<file path="src/rtl/arpc_ram.sv">
// ----------------------------------------------------------------------------
// arpc_ram
// Simple dual-port RAM: one write port, one read port with registered data.
// ----------------------------------------------------------------------------
`default_nettype none

module arpc_ram #(
    parameter int WIDTH = 8,
    parameter int DEPTH = 16
) (
    input  wire logic                                      clk,
    input  wire logic                                      we,
    input  wire logic [$clog2(DEPTH > 1 ? DEPTH : 2)-1:0]  waddr,
    input  wire logic [WIDTH-1:0]                          wdata,
    input  wire logic                                      re,
    input  wire logic [$clog2(DEPTH > 1 ? DEPTH : 2)-1:0]  raddr,
    output logic      [WIDTH-1:0]                          rdata
);

    logic [WIDTH-1:0] mem [DEPTH];

    always_ff @(posedge clk)
    begin
        if (we)
        begin
            mem[waddr] <= wdata;
        end
        if (re)
        begin
            rdata <= mem[raddr];
        end
    end

endmodule

`default_nettype wire

</file>
<file path="config.mk">
export PLATFORM = sky130hd
export DESIGN_NAME = arpc_ram
export DESIGN_NICKNAME = d
export VERILOG_FILES = /design/src/rtl/arpc_ram.sv
export SDC_FILE = /design/constraint.sdc
export NUM_CORES = 1
export LEC_CHECK = 0
export ABC_AREA = 0
export BUFFER_PORTS_ARGS = -buffer_cell sky130_fd_sc_hd__buf_2
export CAP_MARGIN = 20
export CORE_ASPECT_RATIO = 2
export CORE_MARGIN = 5
export CORE_UTILIZATION = 35
export CTS_BUF_LIST = sky130_fd_sc_hd__clkbuf_2
export CTS_CLUSTER_DIAMETER = 60
export DETAILED_ROUTE_END_ITERATION = 8
export PLACE_DENSITY_LB_ADDON = 0.1
export SLEW_MARGIN = 20
export SYNTH_ARGS = -nofsm -noshare
export SYNTH_HDL_FRONTEND = slang
export SYNTH_SLANG_ARGS = --single-unit
</file>
<file path="constraint.sdc">
create_clock -name clk -period 1.7 [get_ports clk]
set_input_delay 0 -clock clk [delete_from_list [all_inputs] [get_ports clk]]
set_output_delay 0 -clock clk [all_outputs]
set_load 0.02 [all_outputs]
</file>
==> metrics.md <==
| Metric | Value |
|---|---|
| Area Overhead vs Synth | 16.80% |
| Final Total Pwr | approximately 5.8 mW |
| Mean Syn Cell Area | 22.83 um2 |
| Clock share of power | between 20 and 30% |
| CP arrival | 1.87 ns |
| Number of clock sinks | ~140 |
| Synthesized net count | 248 |
| Residual DRC | 0 |
| Worst-Skew Late Latency | 0.64 ns |
| Setup-failing EPs final | 0 |
| Max FO, Critical Path | 1 |
| Final Cycle Share | between 80% and 90% |
| FP Rows | 63 |
| Drt initial violations | ~220 |
| Compound-Gate Fraction of Synth Area | 2.298% |
| CTS buffer count | 17 |
| Commonest non-fill, non-tap cells in the layout | edfxtp_1, buf_2, dlygate4sd3_1, buf_4, mux4_2 |
| FF-to-FF setup slack | around 0.24 ns |
| Switching share of power | between 20% and 30% |
| Hold Path End | rdata[2] |
| Vias/cell | just under 5 |
| Most common cell after layout, fill and taps aside | edfxtp_1 |
| Core Area | roughly 0.015 mm2 |
| Filler cell count | ~1400 |
| DR pass1 iterations | 4 |
| Peak supply drop | ~470 uV |
| Least-Margin Pin Slew | approximately 0.42 ns |
| Die W | ~96 um |
| Yosys warnings | 0 |
| Final Net Count | 324 |
| Area of the multi-input gates | 0.001057 mm2 |
| Min Hold Slack | a little under 0.1 ns |
| CTS max path bufs | 2 |
| Initial antenna violation count | 1 |
| Vias in the first global route | ~2700 |
| Max-cap violation count | 0 |
| CP Class | flop to flop |
| Storage cell area | between 0.004 and 0.005 mm2 |
| Cells after Synth | 229 |
| Outcome | finished clean |
| Routed WL | 10.88 mm |
| RSZ-0062 raised after global routing | false |
| R2R Path Start | mem[0][0] |
| Largest family of logic cells by synthesized area | multiplexers |
| CTS tree | yes |
| PortBufs | 26 |
| Die span in y | around 180 um |
| WL per Instance | between 20 and 25 um |
| Hold depth | 5 |
| PD cells | approximately 950 mW/mm2 |
| Post-synthesis xor/xnor area fraction | 0% |
| FMAX | approximately 680 MHz |
| Minimum clock period | roughly 1.5 ns |
| NetSw | between 1 and 1.5 mW |
| Vias | 2497 |
| All-Layer GR Usage | between 10 and 15% |
| Worst slew margin | between 70% and 80% |
| H-tree Lvls | 4 |
| Seq/Total Area, Yosys | around 80% |
| Netlist cell types | 18 |
| Pleak | approximately 2 nW |
| Min-delay worst type | input pin to flop |
| Die outline area | 0.01763 mm2 |
| Reg-to-Reg End | rdata[0] |
| Post-DRT Antenna Nets | 0 |
| Clk root buf | clkbuf_2 |
| Clk_skew | roughly 0.019 ns |
| Clk slew on worst S/H paths | between 0.15 and 0.2 ns |
| Slew Viols, Final | 0 |
| Int Pwr | 4.450 mW |
| Combinational power share | 6.9% |
| Worst Path Required | 2.11 ns |
| Final Hold Vio Count | 0 |
| Gpl congestion | approximately 0.75 |
| Synth Register Bits | between 100 and 150 |
| R2R cell count | 3 |
| TNS Setup | 0 ns |
| Global route overflow | 0 |
| First-pass GRT wire length | around 17 mm |
| Mux contribution to synthesized area | approximately 15% |
| Largest net degree at the start of global routing | 33 |
| Worst setup SP type | flop |
| Hpwl dp | ~7.6 mm |
| HP Start | raddr[1] |
| Initial Utilization | between 30% and 40% |
| Setup crit end kind | flop |
| I/O Pins | 27 |
| Synthesized cell area | between 0.005 and 0.006 mm2 |
| Adder-Cell Fraction of Synth Area | 0% |
| Share of layout cells above drive strength 1 | between 30% and 40% |
| Synth Area in Simple Gates | 3.135% |
| Flop pwr share | between 60% and 70% |
==> layout make-up <==
cell class | count | share of cell area (%)
sequential | 136 | 66.89
antenna | 1 | 0.04098
timing repair buffer | 67 | 8.566
multi-input combinational | 83 | 17.32
clock buffer | 17 | 1.393
tap | 195 | 3.996
clock inverter | 13 | 1.803
==> cell usage after synthesis <==
| cell | instances | area share (%) |
|---|---|---|
| nand3b_1 | 2 | 0.29 |
| nor2b_1 | 1 | 0.12 |
| and2b_1 | 1 | 0.14 |
| nand3_1 | 1 | 0.096 |
| edfxtp_1 | 136 | 78 |
| nor2_1 | 13 | 0.93 |
| mux4_1 | 14 | 7.0 |
| buf_4 | 1 | 0.14 |
| nand2_1 | 9 | 0.65 |
| a22oi_1 | 16 | 2.3 |
| clkdlybuf4s25_2 | 3 | 0.57 |
| nand2b_1 | 2 | 0.24 |
| buf_2 | 3 | 0.29 |
| or3b_2 | 1 | 0.17 |
| nor3_1 | 4 | 0.38 |
| buf_6 | 3 | 0.65 |
| mux4_2 | 18 | 7.8 |
| and2_1 | 1 | 0.12 |
==> sequential cells by signal, indices dropped and copies added, names as in the netlist <==
register	count
rdata	8
mem	128
==> power by group through the flow <==
stage,sequential [mW],combinational [mW],clock (mW)
final,3.79,0.400,1.60
after global routing,3.80,0.440,1.86
after CTS,3.79,0.413,1.68
after detailed placement,3.87,0.381,0
after global placement,3.87,0.378,0
after floorplan,3.88,0.191,0
==> worst max path at each step <==
stage               startpoint   endpoint  cells after the start
floorplan             waddr[2]  mem[0][0]                      2
global route         mem[0][0]   rdata[0]                      3
CTS                  mem[0][0]   rdata[0]                      3
global placement      raddr[0]   rdata[0]                      5
finish               mem[0][0]   rdata[0]                      3
detailed placement    raddr[0]   rdata[0]                      5
==> through the flow <==
| stage | util, % | std cells | worst slack, ns | cell area, um2 |
|---|---|---|---|---|
| 3_5_place_dp | 38.79 | 462 | 0.1712 | 5718 |
| 5_1_grt | 41.42 | 512 | 0.1740 | 6106 |
| 4_1_cts | 41.41 | 511 | 0.2160 | 6103 |
| 3_3_place_gp | 38.79 | 462 | 0.1719 | 5718 |
| 6_report | 41.42 | 512 | 0.2380 | 6106 |
| 2_1_floorplan | - | 229 | 0.2071 | 5228 |
==> routing by layer <==
metal	wire length [um]	vias to the layer above	GRT usage [%]	share of wire, %
met5	0	-	0	0
met4	156	0	4.722	1.4
met3	302	13	3.202	2.8
met2	6456	49	25.62	59
met1	3964	1300	14.93	36
li1	-	1135	-	-
==> critical path, stage by stage, from the launching register on <==
cell	delay, ns
edfxtp_1	0.41
mux4_1	0.49
a22oi_1	0.25
nand2_1	0.09
==> cells by family after synthesis <==
family          after synthesis
flops                       136
simple gates                 35
mux                          32
compound gates               16
buf+inv                      10
==> timing repair <==
item | 4_1_cts | 5_1_grt
setup endpoints to repair | 0 | 0
gates resized for setup | 0 | 0
hold endpoints to repair | 269 | 0
hold buffers | 19 | 0
buffers inserted | 0 | 0
No activity file was read; power rests on OpenSTA's default activity.
